===== src/rtl/crast_pkg.sv =====
// Shared types and constants for the circle rasterizer.
package crast_pkg;

  localparam int DEC_W = 16;

  // Draw mode register codes; the fourth code acts as the Bresenham outline mode.
  typedef enum logic [1:0] {
    MODE_BRES_OUTLINE = 2'd0,
    MODE_BRES_FILL    = 2'd1,
    MODE_MIDPOINT     = 2'd2
  } draw_mode_t;

  typedef enum logic {
    KIND_BEGIN = 1'b0,
    KIND_STEP  = 1'b1
  } item_kind_t;

  typedef enum logic [1:0] {
    JOB_POINTS = 2'd0,
    JOB_SPANS  = 2'd1,
    JOB_DONE   = 2'd2
  } job_kind_t;

  localparam logic [DEC_W-1:0] BRES_INIT      = 16'd3;
  localparam logic [DEC_W-1:0] BRES_STEP_KEEP = 16'd6;
  localparam logic [DEC_W-1:0] BRES_STEP_DIAG = 16'd10;
  localparam logic [DEC_W-1:0] MID_INIT       = 16'd1;
  localparam logic [DEC_W-1:0] MID_STEP_KEEP  = 16'd3;
  localparam logic [DEC_W-1:0] MID_STEP_DIAG  = 16'd5;

  localparam int OUTLINE_BEATS = 8;
  localparam int SPAN_BEATS    = 4;

endpackage


===== src/rtl/crast_if.sv =====
// Valid/ready channel interfaces for circle items and raster results.
interface crast_in_if #(
  parameter int COORD_BITS = 12
) ();
  logic                  valid;
  logic                  ready;
  logic                  kind;
  logic [COORD_BITS-1:0] center_x;
  logic [COORD_BITS-1:0] center_y;
  logic [COORD_BITS-2:0] radius;

  modport source (output valid, kind, center_x, center_y, radius, input ready);
  modport sink   (input valid, kind, center_x, center_y, radius, output ready);
endinterface

interface crast_out_if #(
  parameter int COORD_BITS = 12
) ();
  logic                         valid;
  logic                         ready;
  logic signed [COORD_BITS+1:0] left_x;
  logic signed [COORD_BITS+1:0] right_x;
  logic signed [COORD_BITS+1:0] row_y;
  logic                         finished;
  logic                         last;

  modport source (output valid, left_x, right_x, row_y, finished, last, input ready);
  modport sink   (input valid, left_x, right_x, row_y, finished, last, output ready);
endinterface


===== src/rtl/crast_front.sv =====
// Front end: takes items, holds the circle state and queues one job per step.
module crast_front #(
  parameter int COORD_BITS = 12
) (
  input  logic                    clk,
  input  logic                    rst_n,
  input  logic                    cfg_wr_en,
  input  logic [1:0]              cfg_wr_data,
  crast_in_if.sink                in_ch,
  input  logic                    q_full,
  output logic                    job_push,
  output logic [4*COORD_BITS-1:0] job_data
);
  import crast_pkg::*;

  localparam int CB = COORD_BITS;

  typedef struct packed {
    job_kind_t       kind;
    logic [CB-1:0]   cx;
    logic [CB-1:0]   cy;
    logic [CB-2:0]   x;
    logic [CB-2:0]   y;
  } job_t;

  logic [1:0]       mode_r;
  logic             active_r, active_nxt;
  logic [CB-1:0]    cx_r, cx_nxt;
  logic [CB-1:0]    cy_r, cy_nxt;
  logic [CB-2:0]    x_r, x_nxt;
  logic [CB-2:0]    y_r, y_nxt;
  logic [DEC_W-1:0] dec_r, dec_nxt;

  logic             accept;
  logic             is_fill;
  logic             is_mid;
  logic             finish_now;
  logic             diag;
  logic [DEC_W-1:0] x16;
  logic [DEC_W-1:0] y16;
  logic [DEC_W-1:0] dec_step;
  logic signed [CB:0] x_inc;
  logic signed [CB:0] y_dec;
  job_t             job;

  always_ff @(posedge clk) begin
    if (!rst_n) begin
      mode_r <= MODE_BRES_OUTLINE;
    end else if (cfg_wr_en) begin
      mode_r <= cfg_wr_data;
    end
  end

  always_comb begin
    is_fill = 1'b0;
    is_mid  = 1'b0;
    case (mode_r)
      MODE_BRES_FILL: is_fill = 1'b1;
      MODE_MIDPOINT:  is_mid  = 1'b1;
      default:        ;
    endcase
  end

  assign in_ch.ready = !q_full;
  assign accept      = in_ch.valid && in_ch.ready;

  // A step past the end, or with no circle loaded, only reports completion.
  assign finish_now = !active_r || (x_r > y_r);

  assign x16  = DEC_W'(x_r);
  assign y16  = DEC_W'(y_r);
  assign diag = !dec_r[DEC_W-1];

  always_comb begin
    if (is_mid) begin
      if (diag) dec_step = dec_r + (x16 << 1) + MID_STEP_DIAG - (y16 << 1);
      else      dec_step = dec_r + (x16 << 1) + MID_STEP_KEEP;
    end else begin
      if (diag) dec_step = dec_r + ((x16 - y16) << 2) + BRES_STEP_DIAG;
      else      dec_step = dec_r + (x16 << 2) + BRES_STEP_KEEP;
    end
  end

  assign x_inc = $signed({2'b00, x_r}) + $signed((CB+1)'(1));
  assign y_dec = $signed({2'b00, y_r}) - $signed((CB+1)'(diag));

  always_comb begin
    active_nxt = active_r;
    cx_nxt     = cx_r;
    cy_nxt     = cy_r;
    x_nxt      = x_r;
    y_nxt      = y_r;
    dec_nxt    = dec_r;
    job_push   = 1'b0;
    job.kind   = finish_now ? JOB_DONE : (is_fill ? JOB_SPANS : JOB_POINTS);
    job.cx     = cx_r;
    job.cy     = cy_r;
    job.x      = x_r;
    job.y      = y_r;
    if (accept) begin
      if (in_ch.kind == KIND_BEGIN) begin
        active_nxt = 1'b1;
        cx_nxt     = in_ch.center_x;
        cy_nxt     = in_ch.center_y;
        x_nxt      = '0;
        y_nxt      = in_ch.radius;
        if (is_mid) dec_nxt = MID_INIT - DEC_W'(in_ch.radius);
        else        dec_nxt = BRES_INIT - (DEC_W'(in_ch.radius) << 1);
      end else begin
        job_push = 1'b1;
        if (finish_now) begin
          active_nxt = 1'b0;
        end else begin
          dec_nxt = dec_step;
          x_nxt   = x_inc[CB-2:0];
          if (x_inc > y_dec) begin
            active_nxt = 1'b0;
            y_nxt      = '0;
          end else begin
            y_nxt = y_dec[CB-2:0];
          end
        end
      end
    end
  end

  assign job_data = job;

  always_ff @(posedge clk) begin
    if (!rst_n) begin
      active_r <= 1'b0;
    end else begin
      active_r <= active_nxt;
    end
  end

  always_ff @(posedge clk) begin
    if (!rst_n) begin
      cx_r  <= '0;
      cy_r  <= '0;
      x_r   <= '0;
      y_r   <= '0;
      dec_r <= '0;
    end else begin
      cx_r  <= cx_nxt;
      cy_r  <= cy_nxt;
      x_r   <= x_nxt;
      y_r   <= y_nxt;
      dec_r <= dec_nxt;
    end
  end

  a_active_in_octant: assert property (@(posedge clk) disable iff (!rst_n)
    active_r |-> (x_r <= y_r))
    else $error("circle state left the octant while active");

  a_push_on_step: assert property (@(posedge clk) disable iff (!rst_n)
    job_push |-> (in_ch.valid && in_ch.ready && in_ch.kind == KIND_STEP))
    else $error("job queued without an accepted step beat");

  a_begin_loads: assert property (@(posedge clk) disable iff (!rst_n)
    (accept && in_ch.kind == KIND_BEGIN) |=> active_r)
    else $error("begin beat did not start a circle");

endmodule


===== src/rtl/crast_queue.sv =====
// Small register FIFO that decouples the front end from the result sequencer.
module crast_queue #(
  parameter int WIDTH = 48,
  parameter int DEPTH = 2
) (
  input  logic             clk,
  input  logic             rst_n,
  input  logic             push,
  input  logic [WIDTH-1:0] push_data,
  input  logic             pop,
  output logic             full,
  output logic             not_empty,
  output logic [WIDTH-1:0] head_data
);
  localparam int PW = (DEPTH > 1) ? $clog2(DEPTH) : 1;
  localparam int CW = $clog2(DEPTH + 1);

  logic [WIDTH-1:0] slots_r [DEPTH];
  logic [PW-1:0]    wr_ptr_r, wr_ptr_nxt;
  logic [PW-1:0]    rd_ptr_r, rd_ptr_nxt;
  logic [CW-1:0]    count_r, count_nxt;
  logic             do_push;
  logic             do_pop;

  assign full      = (count_r == CW'(DEPTH));
  assign not_empty = (count_r != '0);
  assign head_data = slots_r[rd_ptr_r];
  assign do_push   = push && !full;
  assign do_pop    = pop && not_empty;

  always_comb begin
    wr_ptr_nxt = wr_ptr_r;
    rd_ptr_nxt = rd_ptr_r;
    count_nxt  = count_r;
    if (do_push) wr_ptr_nxt = (wr_ptr_r == PW'(DEPTH - 1)) ? '0 : wr_ptr_r + 1'b1;
    if (do_pop)  rd_ptr_nxt = (rd_ptr_r == PW'(DEPTH - 1)) ? '0 : rd_ptr_r + 1'b1;
    if (do_push && !do_pop)      count_nxt = count_r + 1'b1;
    else if (do_pop && !do_push) count_nxt = count_r - 1'b1;
  end

  always_ff @(posedge clk) begin
    if (!rst_n) begin
      wr_ptr_r <= '0;
      rd_ptr_r <= '0;
      count_r  <= '0;
    end else begin
      wr_ptr_r <= wr_ptr_nxt;
      rd_ptr_r <= rd_ptr_nxt;
      count_r  <= count_nxt;
    end
  end

  always_ff @(posedge clk) begin
    if (do_push) begin
      slots_r[wr_ptr_r] <= push_data;
    end
  end

endmodule


===== src/rtl/crast_back.sv =====
// Back end: expands one queued job into its point or span beats.
module crast_back #(
  parameter int COORD_BITS = 12
) (
  input  logic                    clk,
  input  logic                    rst_n,
  input  logic                    q_valid,
  input  logic [4*COORD_BITS-1:0] q_data,
  output logic                    q_pop,
  crast_out_if.source             out_ch
);
  import crast_pkg::*;

  localparam int CB = COORD_BITS;
  localparam int OW = COORD_BITS + 2;

  typedef struct packed {
    job_kind_t       kind;
    logic [CB-1:0]   cx;
    logic [CB-1:0]   cy;
    logic [CB-2:0]   x;
    logic [CB-2:0]   y;
  } job_t;

  job_t           job_r;
  logic           busy_r;
  logic [2:0]     idx_r;
  logic           out_valid_r;
  logic signed [OW-1:0] left_x_r;
  logic signed [OW-1:0] right_x_r;
  logic signed [OW-1:0] row_y_r;
  logic           finished_r;
  logic           last_r;

  logic           slot_free;
  logic           emit;
  logic           last_beat;
  logic           is_spans;
  logic           swap;
  logic           row_neg;
  logic [CB-2:0]  off_a;
  logic [CB-2:0]  off_b;
  logic signed [OW-1:0] cx_w, cy_w, a_w, b_w;
  logic signed [OW-1:0] col_plus, col_minus, row_plus, row_minus;
  logic signed [OW-1:0] lx, rx, ry;

  assign slot_free = !out_valid_r || out_ch.ready;
  assign emit      = busy_r && slot_free;
  assign is_spans  = (job_r.kind == JOB_SPANS);

  always_comb begin
    case (job_r.kind)
      JOB_SPANS:  last_beat = (idx_r == 3'(SPAN_BEATS - 1));
      JOB_POINTS: last_beat = (idx_r == 3'(OUTLINE_BEATS - 1));
      default:    last_beat = 1'b1;
    endcase
  end

  // The next job is taken as the last beat of the current one leaves.
  assign q_pop = q_valid && (!busy_r || (emit && last_beat));

  // Beats four to seven of an outline, and the last two spans, use the swapped octant.
  assign swap    = is_spans ? idx_r[1] : idx_r[2];
  assign row_neg = is_spans ? idx_r[0] : idx_r[1];
  assign off_a   = swap ? job_r.y : job_r.x;
  assign off_b   = swap ? job_r.x : job_r.y;

  assign cx_w = $signed({2'b00, job_r.cx});
  assign cy_w = $signed({2'b00, job_r.cy});
  assign a_w  = $signed({3'b000, off_a});
  assign b_w  = $signed({3'b000, off_b});

  assign col_plus  = cx_w + a_w;
  assign col_minus = cx_w - a_w;
  assign row_plus  = cy_w + b_w;
  assign row_minus = cy_w - b_w;

  always_comb begin
    case (job_r.kind)
      JOB_SPANS: begin
        lx = col_minus;
        rx = col_plus;
        ry = row_neg ? row_minus : row_plus;
      end
      JOB_POINTS: begin
        lx = idx_r[0] ? col_minus : col_plus;
        rx = lx;
        ry = row_neg ? row_minus : row_plus;
      end
      default: begin
        lx = '0;
        rx = '0;
        ry = '0;
      end
    endcase
  end

  always_ff @(posedge clk) begin
    if (!rst_n) begin
      busy_r      <= 1'b0;
      idx_r       <= '0;
      out_valid_r <= 1'b0;
    end else begin
      if (q_pop) begin
        busy_r <= 1'b1;
        idx_r  <= '0;
      end else if (emit && last_beat) begin
        busy_r <= 1'b0;
      end else if (emit) begin
        idx_r <= idx_r + 1'b1;
      end
      if (emit) begin
        out_valid_r <= 1'b1;
      end else if (out_ch.ready) begin
        out_valid_r <= 1'b0;
      end
    end
  end

  always_ff @(posedge clk) begin
    if (q_pop) begin
      job_r <= q_data;
    end
    if (emit) begin
      left_x_r   <= lx;
      right_x_r  <= rx;
      row_y_r    <= ry;
      finished_r <= (job_r.kind == JOB_DONE);
      last_r     <= last_beat;
    end
  end

  assign out_ch.valid    = out_valid_r;
  assign out_ch.left_x   = left_x_r;
  assign out_ch.right_x  = right_x_r;
  assign out_ch.row_y    = row_y_r;
  assign out_ch.finished = finished_r;
  assign out_ch.last     = last_r;

  a_span_index: assert property (@(posedge clk) disable iff (!rst_n)
    (busy_r && job_r.kind == JOB_SPANS) |-> (idx_r < 3'(SPAN_BEATS)))
    else $error("span job ran past its fourth beat");

  a_done_single: assert property (@(posedge clk) disable iff (!rst_n)
    (busy_r && job_r.kind == JOB_DONE) |-> (idx_r == '0))
    else $error("done job produced more than one beat");

  a_pop_has_data: assert property (@(posedge clk) disable iff (!rst_n)
    q_pop |-> q_valid)
    else $error("job taken from an empty queue");

  a_idle_after_last: assert property (@(posedge clk) disable iff (!rst_n)
    (emit && last_beat && !q_pop) |=> !busy_r)
    else $error("sequencer stayed busy after the last beat");

endmodule


===== src/rtl/circle_rasterizer.sv =====
// An accepted step is queued as a job, loaded into the sequencer's job register and
// expanded into the output register, one result beat per cycle while out_ch.ready
// holds: eight beats per step in the outline modes, four in fill mode, one for the
// done beat, set by the result sequencer. A begin beat yields no result; a two-entry
// job queue lets the front end take new beats while the sequencer drains. Reset is
// synchronous, active-low; it clears circle state, queue, sequencer, mode to outline.
module circle_rasterizer #(
  parameter int COORD_BITS  = 12,
  parameter int QUEUE_DEPTH = 2
) (
  input  logic        clk,
  input  logic        rst_n,
  input  logic        cfg_wr_en,
  input  logic [1:0]  cfg_wr_data,
  crast_in_if.sink    in_ch,
  crast_out_if.source out_ch
);
  import crast_pkg::*;

  localparam int JOB_W = 4 * COORD_BITS;

  logic             q_full;
  logic             q_not_empty;
  logic             job_push;
  logic             job_pop;
  logic [JOB_W-1:0] job_in;
  logic [JOB_W-1:0] job_head;

  crast_front #(
    .COORD_BITS (COORD_BITS)
  ) u_front (
    .clk         (clk),
    .rst_n       (rst_n),
    .cfg_wr_en   (cfg_wr_en),
    .cfg_wr_data (cfg_wr_data),
    .in_ch       (in_ch),
    .q_full      (q_full),
    .job_push    (job_push),
    .job_data    (job_in)
  );

  crast_queue #(
    .WIDTH (JOB_W),
    .DEPTH (QUEUE_DEPTH)
  ) u_queue (
    .clk       (clk),
    .rst_n     (rst_n),
    .push      (job_push),
    .push_data (job_in),
    .pop       (job_pop),
    .full      (q_full),
    .not_empty (q_not_empty),
    .head_data (job_head)
  );

  crast_back #(
    .COORD_BITS (COORD_BITS)
  ) u_back (
    .clk     (clk),
    .rst_n   (rst_n),
    .q_valid (q_not_empty),
    .q_data  (job_head),
    .q_pop   (job_pop),
    .out_ch  (out_ch)
  );

endmodule

===== src/flat_wrapper.sv =====
// flat-port wrapper written by rule: the top's interface ports become plain ports
module circle_rasterizer_flat import crast_pkg::*;
#(
  parameter int COORD_BITS  = 12,
  parameter int QUEUE_DEPTH = 2
)
  (clk, rst_n, cfg_wr_en, cfg_wr_data, in_ch_valid, in_ch_kind, in_ch_center_x, in_ch_center_y, in_ch_radius, in_ch_ready, out_ch_valid, out_ch_left_x, out_ch_right_x, out_ch_row_y, out_ch_finished, out_ch_last, out_ch_ready);
  crast_in_if #(.COORD_BITS(COORD_BITS)) in_ch_i ();
  crast_out_if #(.COORD_BITS(COORD_BITS)) out_ch_i ();
  input  logic clk;
  input  logic rst_n;
  input  logic cfg_wr_en;
  input  logic [1:0] cfg_wr_data;
  input wire logic [$bits(in_ch_i.valid)-1:0] in_ch_valid;
  input wire logic [$bits(in_ch_i.kind)-1:0] in_ch_kind;
  input wire logic [$bits(in_ch_i.center_x)-1:0] in_ch_center_x;
  input wire logic [$bits(in_ch_i.center_y)-1:0] in_ch_center_y;
  input wire logic [$bits(in_ch_i.radius)-1:0] in_ch_radius;
  output wire logic [$bits(in_ch_i.ready)-1:0] in_ch_ready;
  output wire logic [$bits(out_ch_i.valid)-1:0] out_ch_valid;
  output wire logic [$bits(out_ch_i.left_x)-1:0] out_ch_left_x;
  output wire logic [$bits(out_ch_i.right_x)-1:0] out_ch_right_x;
  output wire logic [$bits(out_ch_i.row_y)-1:0] out_ch_row_y;
  output wire logic [$bits(out_ch_i.finished)-1:0] out_ch_finished;
  output wire logic [$bits(out_ch_i.last)-1:0] out_ch_last;
  input wire logic [$bits(out_ch_i.ready)-1:0] out_ch_ready;
  assign in_ch_i.valid = in_ch_valid;
  assign in_ch_i.kind = in_ch_kind;
  assign in_ch_i.center_x = in_ch_center_x;
  assign in_ch_i.center_y = in_ch_center_y;
  assign in_ch_i.radius = in_ch_radius;
  assign in_ch_ready = in_ch_i.ready;
  assign out_ch_valid = out_ch_i.valid;
  assign out_ch_left_x = out_ch_i.left_x;
  assign out_ch_right_x = out_ch_i.right_x;
  assign out_ch_row_y = out_ch_i.row_y;
  assign out_ch_finished = out_ch_i.finished;
  assign out_ch_last = out_ch_i.last;
  assign out_ch_i.ready = out_ch_ready;
  circle_rasterizer #(.COORD_BITS(COORD_BITS), .QUEUE_DEPTH(QUEUE_DEPTH)) u_core (.clk(clk), .rst_n(rst_n), .cfg_wr_en(cfg_wr_en), .cfg_wr_data(cfg_wr_data), .in_ch(in_ch_i), .out_ch(out_ch_i));
endmodule

===== config.mk =====
export PLATFORM = sky130hd
export DESIGN_NAME = circle_rasterizer_flat
export DESIGN_NICKNAME = d
export VERILOG_FILES = /design/src/rtl/crast_pkg.sv /design/src/rtl/crast_if.sv /design/src/rtl/crast_front.sv /design/src/rtl/crast_queue.sv /design/src/rtl/crast_back.sv /design/src/rtl/circle_rasterizer.sv /design/src/flat_wrapper.sv
export SDC_FILE = /design/constraint.sdc
export NUM_CORES = 1
export LEC_CHECK = 0
export ABC_AREA = 1
export BUFFER_PORTS_ARGS = -buffer_cell sky130_fd_sc_hd__buf_2
export CORE_MARGIN = 4
export CORE_UTILIZATION = 57
export CTS_BUF_LIST = sky130_fd_sc_hd__clkbuf_8
export DETAILED_ROUTE_END_ITERATION = 10
export GPL_TIMING_DRIVEN = 0
export PLACE_DENSITY = 0.75
export SLEW_MARGIN = 15
export SYNTH_ARGS = -nofsm -noshare
export SYNTH_HDL_FRONTEND = slang
export SYNTH_SLANG_ARGS = --single-unit
export TNS_END_PERCENT = 5

===== constraint.sdc =====
create_clock -name clk -period 8.1 [get_ports clk]
set_clock_uncertainty 0.05 [all_clocks]
set_input_delay 0.81 -clock clk [delete_from_list [all_inputs] [get_ports clk]]
set_output_delay 0.81 -clock clk [all_outputs]
set_load 0.01 [all_outputs]

==> results.json, run 1 <==
{
  "dpl_worst_slack_ns": 3.30,
  "maxCapViolCount": 0,
  "postCtsSetupBuffers": 0,
  "netlist_area_mm2": 0.0173,
  "grtUsageTotal": 0.271,
  "setup_slack_ns": 3.21,
  "routedWlPerCell_um": 17.0,
  "layout.nets": 2496,
  "wl_mm": 46.0,
  "max_freq_mhz": 204,
  "setup_viol": 0,
  "whs_ns": 0.398,
  "drtIter0Drc": 986,
  "endpoint_kind": "flip-flop",
  "use_met3": 0.0363,
  "postCtsResizedCells": 0,
  "ys_seq_elements": 261,
  "worstReg2RegStart": "u_core.u_front.dec_r[15]",
  "cts_hold_buf": 0,
  "antenna_found_initial": 0,
  "setup_tns_ns": 0,
  "drv_slew": 0,
  "drive_above_1_share": 0.103,
  "rsz0062_at_grt": "false",
  "dp_hpwl_mm": 36.7,
  "path_class": "reg2reg",
  "final_area_mm2": 0.0193,
  "port_buffers": 87,
  "status": "finished, final reports clean",
  "stdcell_count": 2704,
  "clockBufferDepth": 3,
  "arrival_ns": 5.28,
  "ir_drop_v": 0.000178,
  "ys_seq_area_frac": 0.409,
  "reg2reg_slack_ns": 3.21,
  "first_pass_iters": 5,
  "avgSynthCellArea_um2": 8.09,
  "critPathLaunchType": "flip-flop",
  "grt_pass1_wl_mm": 71.8,
  "critPathLaunch": "u_core.u_front.dec_r[15]",
  "drc": 0,
  "cp_max_fo": 10,
  "period_needed_ns": 4.89,
  "hold_path_class": "reg2reg",
  "tightest_slew_ns": 0.800,
  "hold_viol": 0,
  "grt_pass1_vias": 13900,
  "area_growth_pct": 11.4,
  "place_congestion": 0.983,
  "fillers": 2564,
  "layout_common_cells": "nand2_1, inv_1, edfxtp_1",
  "ctsHtreeMaxLevel": 2,
  "num_rows": 63,
  "syn_inst": 2143,
  "placed_cells": 2625,
  "ys.flop_type": "edfxtp_1",
  "layout_commonest_cell": "nand2_1",
  "fp.dieH_um": 182,
  "vias": 14800,
  "grt_busiest_layer": "met2",
  "clock_sinks": 261,
  "synth_cell_type_count": 58,
  "p_per_area_mw_per_mm2": 367,
  "ant_nets": 0,
  "cts_buffers": 43,
  "ys_warn_count": 0,
  "ff2ff_path_depth": 20,
  "leakage_nw": 8.86,
  "finalCritPeriodShare": 0.604,
  "vias_per_cell": 5.48,
  "slew_headroom": 0.467,
  "grt_max_degree": 29,
  "use_met2": 0.479,
  "synth_edf_count": 187,
  "power_mw": 7.10,
  "root_buffer": "clkbuf_8",
  "grt_remaining_overflow": 0,
  "place_area_mm2": 0.0184,
  "endpoint": "u_core.u_front.y_r[1]",
  "clk_latency_ns": 0.55,
  "synth_nets": 2359,
  "die_area_mm2": 0.0333,
  "fin_util": 0.648,
  "die_x_um": 182,
  "path_clk_slew_ns": 0.06,
  "diodes": 0,
  "core_area_mm2": 0.0298,
  "synth-async-reset-ratio": 0,
  "cp.required_ns": 8.48,
  "cts_tree": "done",
  "ios": 89,
  "use_met1": 0.318,
  "start_util": 0.582,
  "reg2reg_to": "u_core.u_front.y_r[1]"
}
-- critical path, cell delays in order (launching register included) --
cell and delay [ns]:
dfxtp_1 0.29, clkbuf_1 0.29, inv_1 0.37, buf_1 0.65, ha_1 0.33, ha_1 0.22, nand4_1 0.15, nor3_1 0.30
nand3_1 0.14, xor2_1 0.19, ha_1 0.31, nand2_1 0.09, nor4_1 0.29, o21ai_0 0.12, nand2_1 0.10, nand3_1 0.06
o21ai_1 0.23, buf_2 0.30, nor3_1 0.08, nor2_1 0.14, nor2_1 0.05
-- metal layers --
| layer | wire length, um | vias up |
|---|---|---|
| met4 | 2850 | 0 |
| met1 | 18300 | 6692 |
| met3 | 2490 | 124 |
| met2 | 22400 | 506 |
| li1 | - | 7486 |
| met5 | 0 | - |
-- Yosys cell counts, types with 6 or more instances --
cell type  number  area [um^2]
a21o_1          8         60.1
a21oi_1       170          851
a31oi_1         8         50.1
buf_2          14         70.1
clkbuf_1       39          146
dfxtp_1        74         1480
edfxtp_1      187         5620
fa_1            9          180
ha_1          164         2050
inv_1         255          957
inv_2           6         22.5
nand2_1       518         1940
nand2_2        14         87.6
nand3_1       130          651
nand3_2         8         80.1
nand3b_1        6         45.0
nand4_1        20          125
nor2_1        148          556
nor3_1         21          105
o211ai_1        7         52.6
o21ai_0       161          806
o21ai_1        17         85.1
o22ai_1         9         56.3
or2_2           9         56.3
xnor2_1        20          175
xor2_1         47          412
-- state kept, by name, indices dropped and copies added, names as in the netlist, 3 cells and up --
register                      flops
u_core.u_back.cx_w               12
u_core.u_back.cy_w               12
u_core.u_back.idx_r               3
u_core.u_back.job_r              24
u_core.u_back.out_ch.left_x      14
u_core.u_back.out_ch.right_x     13
u_core.u_back.out_ch.row_y       14
u_core.u_front.cx_r              12
u_core.u_front.cy_r              12
u_core.u_front.dec_r             16
u_core.u_front.x_r               11
u_core.u_front.y_r               11
u_core.u_queue.slots_r           96
-- area by class of cell --
type / instances / area (um^2) / share of cell area
Multi-Input combinational cell: 1556 / 9010 / 0.466
Clock inverter: 32 / 256 / 0.0133
Buffer: 60 / 265 / 0.0137
Clock buffer: 47 / 647 / 0.0335
Timing Repair Buffer: 92 / 558 / 0.0289
Inverter: 266 / 998 / 0.0517
Tap cell: 390 / 488 / 0.0253
Sequential cell: 261 / 7100 / 0.367
-- how the worst min path moves through the flow --
stage               cells past startpoint  slack, ns                   start                             to
CTS                                     0       0.37  u_core.u_front.cx_r[4]  u_core.u_queue.slots_r[1][38]
detailed placement                      0       0.39  u_core.u_front.cx_r[7]  u_core.u_queue.slots_r[1][41]
global placement                        0       0.38  u_core.u_front.cx_r[8]  u_core.u_queue.slots_r[1][42]
floorplan                               0       0.38  u_core.u_front.cy_r[0]  u_core.u_queue.slots_r[0][22]
finish                                  0       0.40  u_core.u_front.cx_r[4]  u_core.u_queue.slots_r[1][38]
global route                            0       0.38  u_core.u_front.cx_r[4]  u_core.u_queue.slots_r[1][38]
-- power by group --
part           switching, mW  internal [mW]  total [mW]  leakage (nW)
Sequential             0.193           1.91        2.10          2.38
Clock                  0.537          0.670        1.21         0.512
Combinational           2.47           1.32        3.79          5.97
Total                   3.20           3.90        7.10          8.86
-- cell families (layout without fill, tap and decap cells) --
family	after synthesis	after routing	synth area share
buffers and inverters	326	497	0.0729
XOR/XNOR	67	67	0.0338
AO/OA/AOI/OAI	415	415	0.130
flip-flops	261	261	0.409
AND/OR/NAND/NOR	899	899	0.224
multiplexers	2	2	0.00115
adder cells (fa/ha/maj)	173	173	0.129
(Power assumes the default switching activity.)
==> run 2: changes to the inputs <==
==> constraint.sdc (replaced) <==
create_clock -name clk -period 4.9 [get_ports clk]
set_clock_uncertainty 0.05 [all_clocks]
set_input_delay 0.49 -clock clk [delete_from_list [all_inputs] [get_ports clk]]
set_output_delay 0.49 -clock clk [all_outputs]
set_load 0.01 [all_outputs]
==> run 2 against run 1 <==
  * Via count decreased by 0.36%
  * Die area unchanged
  * Non-clock buffer count decreased by 1
  * Utilization about the same
  * Hold slack got worse by 0.26 ns
  * Combinational power increased by 65%
  * Global-route usage unchanged
  * Register-to-register slack got worse by 2.8 ns
  * Critical endpoint unchanged
  * Largest power group unchanged
==> results.json, run 2 (synthesized netlist as in run 1, its figures left out) <==
{
  "die_x_um": 182,
  "status": "finished, final reports clean",
  "hold_start": "cfg_wr_data[1]",
  "drc": 0,
  "cts_buffers": 43,
  "hold_depth": 3,
  "multi_input_area_mm2": 0.00901,
  "finalCritPeriodShare": 0.923,
  "core_area_mm2": 0.0298,
  "hold_viol": 0,
  "root_buffer": "clkbuf_8",
  "ant_nets": 0,
  "crit_slowest_cell": "inv_1",
  "clockBufferDepth": 3,
  "endpoint_kind": "flip-flop",
  "layout_common_cells": "nand2_1, inv_1, edfxtp_1",
  "hold_path_class": "in2reg",
  "cp.required_ns": 5.28,
  "path_class": "reg2reg",
  "grtUsageTotal": 0.271,
  "ctsHtreeMaxLevel": 2,
  "start_util": 0.582,
  "wl_mm": 45.9,
  "first_pass_iters": 5,
  "grt_remaining_overflow": 0,
  "slowest_delay_ns": 0.66,
  "routedWlPerCell_um": 17.0,
  "drv_slew": 0,
  "p_per_area_mw_per_mm2": 607,
  "cp_common_cell": "ha_1",
  "reg2reg_slack_ns": 0.38,
  "antenna_found_initial": 0,
  "rsz0062_at_grt": "false",
  "die_area_mm2": 0.0333,
  "regArea_mm2": 0.00710,
  "reg_top3": "u_core.u_queue.slots_r: 96 flops, u_core.u_back.job_r: 24 flops, u_core.u_front.dec_r: 16 flops",
  "tightest_slew_ns": 0.776,
  "cp_max_fo": 15,
  "layout.nets": 2495,
  "ios": 89,
  "vias_per_cell": 5.46,
  "path_delay_family": "simple AND/OR/NAND/NOR gates",
  "drtIter0Drc": 982,
  "drive_above_1_share": 0.103,
  "setup_viol": 0,
  "vias": 14800,
  "leakage_nw": 8.86,
  "cts_hold_buf": 0,
  "cts_tree": "done",
  "largest_register_ffs": 96,
  "clk_latency_ns": 0.55,
  "reg2reg_to": "u_core.u_front.y_r[1]",
  "cp.depth": 19,
  "area_growth_pct": 11.4,
  "power_mw": 11.7,
  "grt_pass1_wl_mm": 71.8,
  "grt_max_degree": 29,
  "port_buffers": 87,
  "critPathLaunch": "u_core.u_front.dec_r[15]",
  "worstReg2RegStart": "u_core.u_front.dec_r[15]",
  "setup_tns_ns": 0,
  "arrival_ns": 4.90,
  "num_rows": 63,
  "path_clk_slew_ns": 0.06,
  "fillers": 2565,
  "dp_hpwl_mm": 36.7,
  "clock_sinks": 261,
  "layout_commonest_cell": "nand2_1",
  "diodes": 0,
  "slew_headroom": 0.477,
  "min_delay_worst_endpoint": "u_core.u_front.mode_r[1]",
  "largest-register": "u_core.u_queue.slots_r",
  "place_congestion": 0.983,
  "worstPathCellList": "clkbuf_1, inv_1, ha_1, ha_1, nand4_1, nor3_1, nand3_1, xor2_1, ha_1, nand2_1, nor4_1, o21ai_0, nand2_1, nand3_1, o21ai_1, buf_2, nor3_1, nor2_1, nor2_1",
  "ir_drop_v": 0.000299,
  "grt_pass1_vias": 13900,
  "critPathLaunchType": "flip-flop",
  "max_freq_mhz": 221,
  "ff2ff_path_depth": 19,
  "fp.dieH_um": 182,
  "worst-path-buf-inv": 3,
  "maxCapViolCount": 0,
  "period_needed_ns": 4.52
}
[run 2: changes by cell type in the layout (fill, tap and decap cells not counted), sizes merged]
cell  before  now
buf      113  112
[run 2: worst max path at each step]
stage / end
finish: u_core.u_front.y_r[1]
global route: u_core.u_front.y_r[3]
CTS: u_core.u_front.y_r[1]
detailed placement: u_core.u_front.y_r[1]
global placement: u_core.u_queue.count_r[1]
floorplan: u_core.u_queue.count_r[1]
[run 2: worst reg2reg max path, delay by kind of cell (launching register included)]
family,cells,cell delay [ns]
AND/OR/NAND/NOR,10,1.40
adder cells (fa/ha/maj),3,0.87
buffers and inverters,3,1.26
AO/OA/AOI/OAI,2,0.36
flip-flops,1,0.29
XOR/XNOR,1,0.19
[run 2: per-layer routing]
layer | up-vias | track usage | wire length, um
met1 | 6693 | 0.318 | 18400
met4 | 0 | 0.150 | 2830
met3 | 121 | 0.0363 | 2250
met5 | - | 0 | 0
li1 | 7482 | - | -
met2 | 458 | 0.479 | 22400
[run 2: timing repair]
| action | CTS | global route |
|---|---|---|
| endpoints found under the setup margin | 0 | 10 |
| gates resized for setup | 0 | 0 |
| setup buffers | 0 | 0 |
[run 2: through the flow]
stage | setup slack [ns] | util | hold WS (ns) | instance area [um^2] | instances
floorplan | 0.401 | - | 0.376 | 17300 | 2143
global placement | -0.801 | 0.613 | 0.385 | 18300 | 2620
detailed placement | 0.102 | 0.618 | 0.389 | 18400 | 2625
CTS | 0.0856 | 0.648 | 0.117 | 19300 | 2704
global route | 0.0953 | 0.648 | 0.131 | 19300 | 2703
finish | 0.379 | 0.648 | 0.135 | 19300 | 2703
[run 2: power by group]
group	switching [mW]	internal, mW	total [mW]	leakage [nW]
clock	0.885	1.11	1.99	0.512
sequential	0.319	3.16	3.47	2.38
combinational	4.07	2.19	6.25	5.97
total	5.27	6.45	11.7	8.86
[run 2: layout make-up]
type,count,area share
Tap cell,390,0.0253
Clock buffer,47,0.0335
Sequential cell,261,0.367
Inverter,266,0.0517
Buffer,59,0.0135
Timing Repair Buffer,92,0.0289
Multi-Input combinational cell,1556,0.467
Clock inverter,32,0.0133
==> run 3: changes to the inputs <==
--- a/config.mk
+++ b/config.mk
@@ -8,11 +8,11 @@
 export ABC_AREA = 1
 export BUFFER_PORTS_ARGS = -buffer_cell sky130_fd_sc_hd__buf_2
 export CORE_MARGIN = 4
-export CORE_UTILIZATION = 57
+export CORE_UTILIZATION = 40
 export CTS_BUF_LIST = sky130_fd_sc_hd__clkbuf_8
+export CTS_CLUSTER_SIZE = 25
 export DETAILED_ROUTE_END_ITERATION = 10
 export GPL_TIMING_DRIVEN = 0
-export PLACE_DENSITY = 0.75
 export SLEW_MARGIN = 15
 export SYNTH_ARGS = -nofsm -noshare
 export SYNTH_HDL_FRONTEND = slang
==> run 3 against run 2 <==
  * Non-clock buffer count is 1 higher
  * Register-to-register slack lost 0.098 ns
  * Critical endpoint is now u_core.u_front.y_r[5]
  * Critical path type unchanged
  * Highest routed layer is now met5
  * Sequential share of layout area decreased by 0.57 points
==> results.json, run 3 (synthesized netlist as in run 1, its figures left out) <==
{
  "status": "finished, final reports clean",
  "clockBufferDepth": 3,
  "whs_ns": 0.0773,
  "p_switching_mw": 5.30,
  "grt_pass1_vias": 14000,
  "worst-path-buf-inv": 3,
  "max_freq_mhz": 217,
  "diodes": 0,
  "hold_path_class": "in2reg",
  "antenna_found_initial": 1,
  "cts_buffers": 46,
  "path_delay_family": "buffers and inverters",
  "hold_viol": 0,
  "layout_commonest_cell": "nand2_1",
  "core_area_mm2": 0.0430,
  "path_clk_slew_ns": 0.08,
  "tightest_slew_ns": 0.924,
  "rsz0062_at_grt": "false",
  "power_frac_seq": 0.295,
  "setup_viol": 0,
  "cp_max_fo": 15,
  "reg2reg_slack_ns": 0.28,
  "place_congestion": 0.968,
  "fillers": 4314,
  "power_mw": 11.8,
  "wl_mm": 48.2,
  "critPathLaunchType": "flip-flop",
  "num_rows": 76,
  "routedWlPerCell_um": 16.6,
  "clock_sinks": 261,
  "cp.required_ns": 5.32,
  "dp_hpwl_mm": 38.1,
  "p_per_area_mw_per_mm2": 600,
  "fp.dieH_um": 216,
  "worstPathCellList": "clkbuf_1, inv_1, ha_1, ha_1, nand4_1, nor3_1, nand3_1, xor2_1, ha_1, a21oi_1, o21bai_1, a31oi_1, nand2_1, o21ai_1, buf_2, nor3_1, nor2_1, nor2_1",
  "regArea_mm2": 0.00710,
  "cts_tree": "done",
  "cp_common_cell": "ha_1",
  "largest-register": "u_core.u_queue.slots_r",
  "grtUsageTotal": 0.203,
  "first_pass_iters": 5,
  "place_area_mm2": 0.0187,
  "root_buffer": "clkbuf_8",
  "reg2reg_to": "u_core.u_front.y_r[5]",
  "leakage_nw": 8.91,
  "postCtsResizedCells": 0,
  "multi_input_area_mm2": 0.00901,
  "finalCritPeriodShare": 0.942,
  "vias": 14700,
  "setup_tns_ns": 0,
  "drv_slew": 0,
  "use_met1": 0.246,
  "period_needed_ns": 4.62,
  "path_class": "reg2reg",
  "drtIter0Drc": 911,
  "hold_start": "cfg_wr_data[1]",
  "maxCapViolCount": 0,
  "grt_remaining_overflow": 0,
  "crit_slowest_cell": "inv_1",
  "die_x_um": 216,
  "slew_headroom": 0.377,
  "layout.nets": 2499,
  "dpl_worst_slack_ns": 0.0726,
  "internal-power_mw": 6.48,
  "ff2ff_path_depth": 18,
  "drc": 0,
  "postCtsSetupBuffers": 0,
  "pwr-share-comb": 0.530,
  "port_buffers": 87,
  "area_growth_pct": 13.2,
  "ctsHtreeMaxLevel": 2,
  "clk_latency_ns": 0.63,
  "p_sw_frac": 0.450,
  "final_area_mm2": 0.0196,
  "grt_max_degree": 27,
  "use_met2": 0.351,
  "hold_depth": 3,
  "slowest_delay_ns": 0.70,
  "vias_per_cell": 5.07,
  "ant_nets": 0,
  "ios": 89,
  "die_area_mm2": 0.0467,
  "setup_slack_ns": 0.282,
  "grt_busiest_layer": "met2",
  "cts_hold_buf": 0,
  "reg_top3": "u_core.u_queue.slots_r: 96 flops, u_core.u_back.job_r: 24 flops, u_core.u_front.dec_r: 16 flops",
  "layout_common_cells": "nand2_1, inv_1, edfxtp_1",
  "drive_above_1_share": 0.103,
  "min_delay_worst_endpoint": "u_core.u_front.mode_r[1]",
  "worstReg2RegStart": "u_core.u_front.dec_r[15]",
  "ir_drop_v": 0.000275,
  "p_clk_frac": 0.176,
  "use_met3": 0.0366,
  "start_util": 0.403,
  "grt_pass1_wl_mm": 74.9,
  "endpoint_kind": "flip-flop",
  "arrival_ns": 5.04,
  "largest_register_ffs": 96
}
-- run 3: through the flow --
step,util,instances
5_1_grt,0.457,2905
6_report,0.457,2905
4_1_cts,0.457,2905
3_5_place_dp,0.435,2821
3_3_place_gp,0.431,2815
2_1_floorplan,-,2143
-- run 3: worst max path at each step --
stage	slack, ns	depth (start not counted)	start	endpoint
after detailed placement	0.07	19	u_core.u_front.dec_r[15]	u_core.u_front.y_r[3]
after global placement	-1.02	11	u_core.u_back.idx_r[0]	u_core.u_queue.count_r[1]
after global routing	0.02	18	u_core.u_front.dec_r[15]	u_core.u_front.y_r[6]
after floorplan	0.40	11	u_core.u_back.idx_r[0]	u_core.u_queue.count_r[1]
after CTS	0.36	18	u_core.u_front.dec_r[15]	u_core.u_front.y_r[5]
final	0.28	18	u_core.u_front.dec_r[15]	u_core.u_front.y_r[5]
-- run 3: layer usage --
layer,share of wire,wire [um]
met1,0.42,20200
met2,0.48,23000
met3,0.055,2640
met4,0.050,2400
met5,0.00025,12
-- run 3: cell type report --
class,instances,area share
Clock buffer,49,0.0344
Buffer,59,0.0133
Multi-Input combinational cell,1556,0.459
Sequential cell,261,0.362
Inverter,266,0.0509
Clock inverter,36,0.0134
Timing Repair Buffer,93,0.0298
Tap cell,585,0.0373
-- run 3: power by group through the flow --
stage	clock network (mW)	logic (mW)	registers [mW]
detailed placement	0	6.20	3.52
finish	2.07	6.24	3.47
floorplan	0	4.43	3.52
global route	2.22	7.12	3.53
CTS	2.12	6.23	3.48
global placement	0	6.03	3.56
-- run 3: worst min-delay path, stage by stage --
cell and delay [ns]:
buf_2 0.08, nor2_1 0.03, nor2_1 0.10
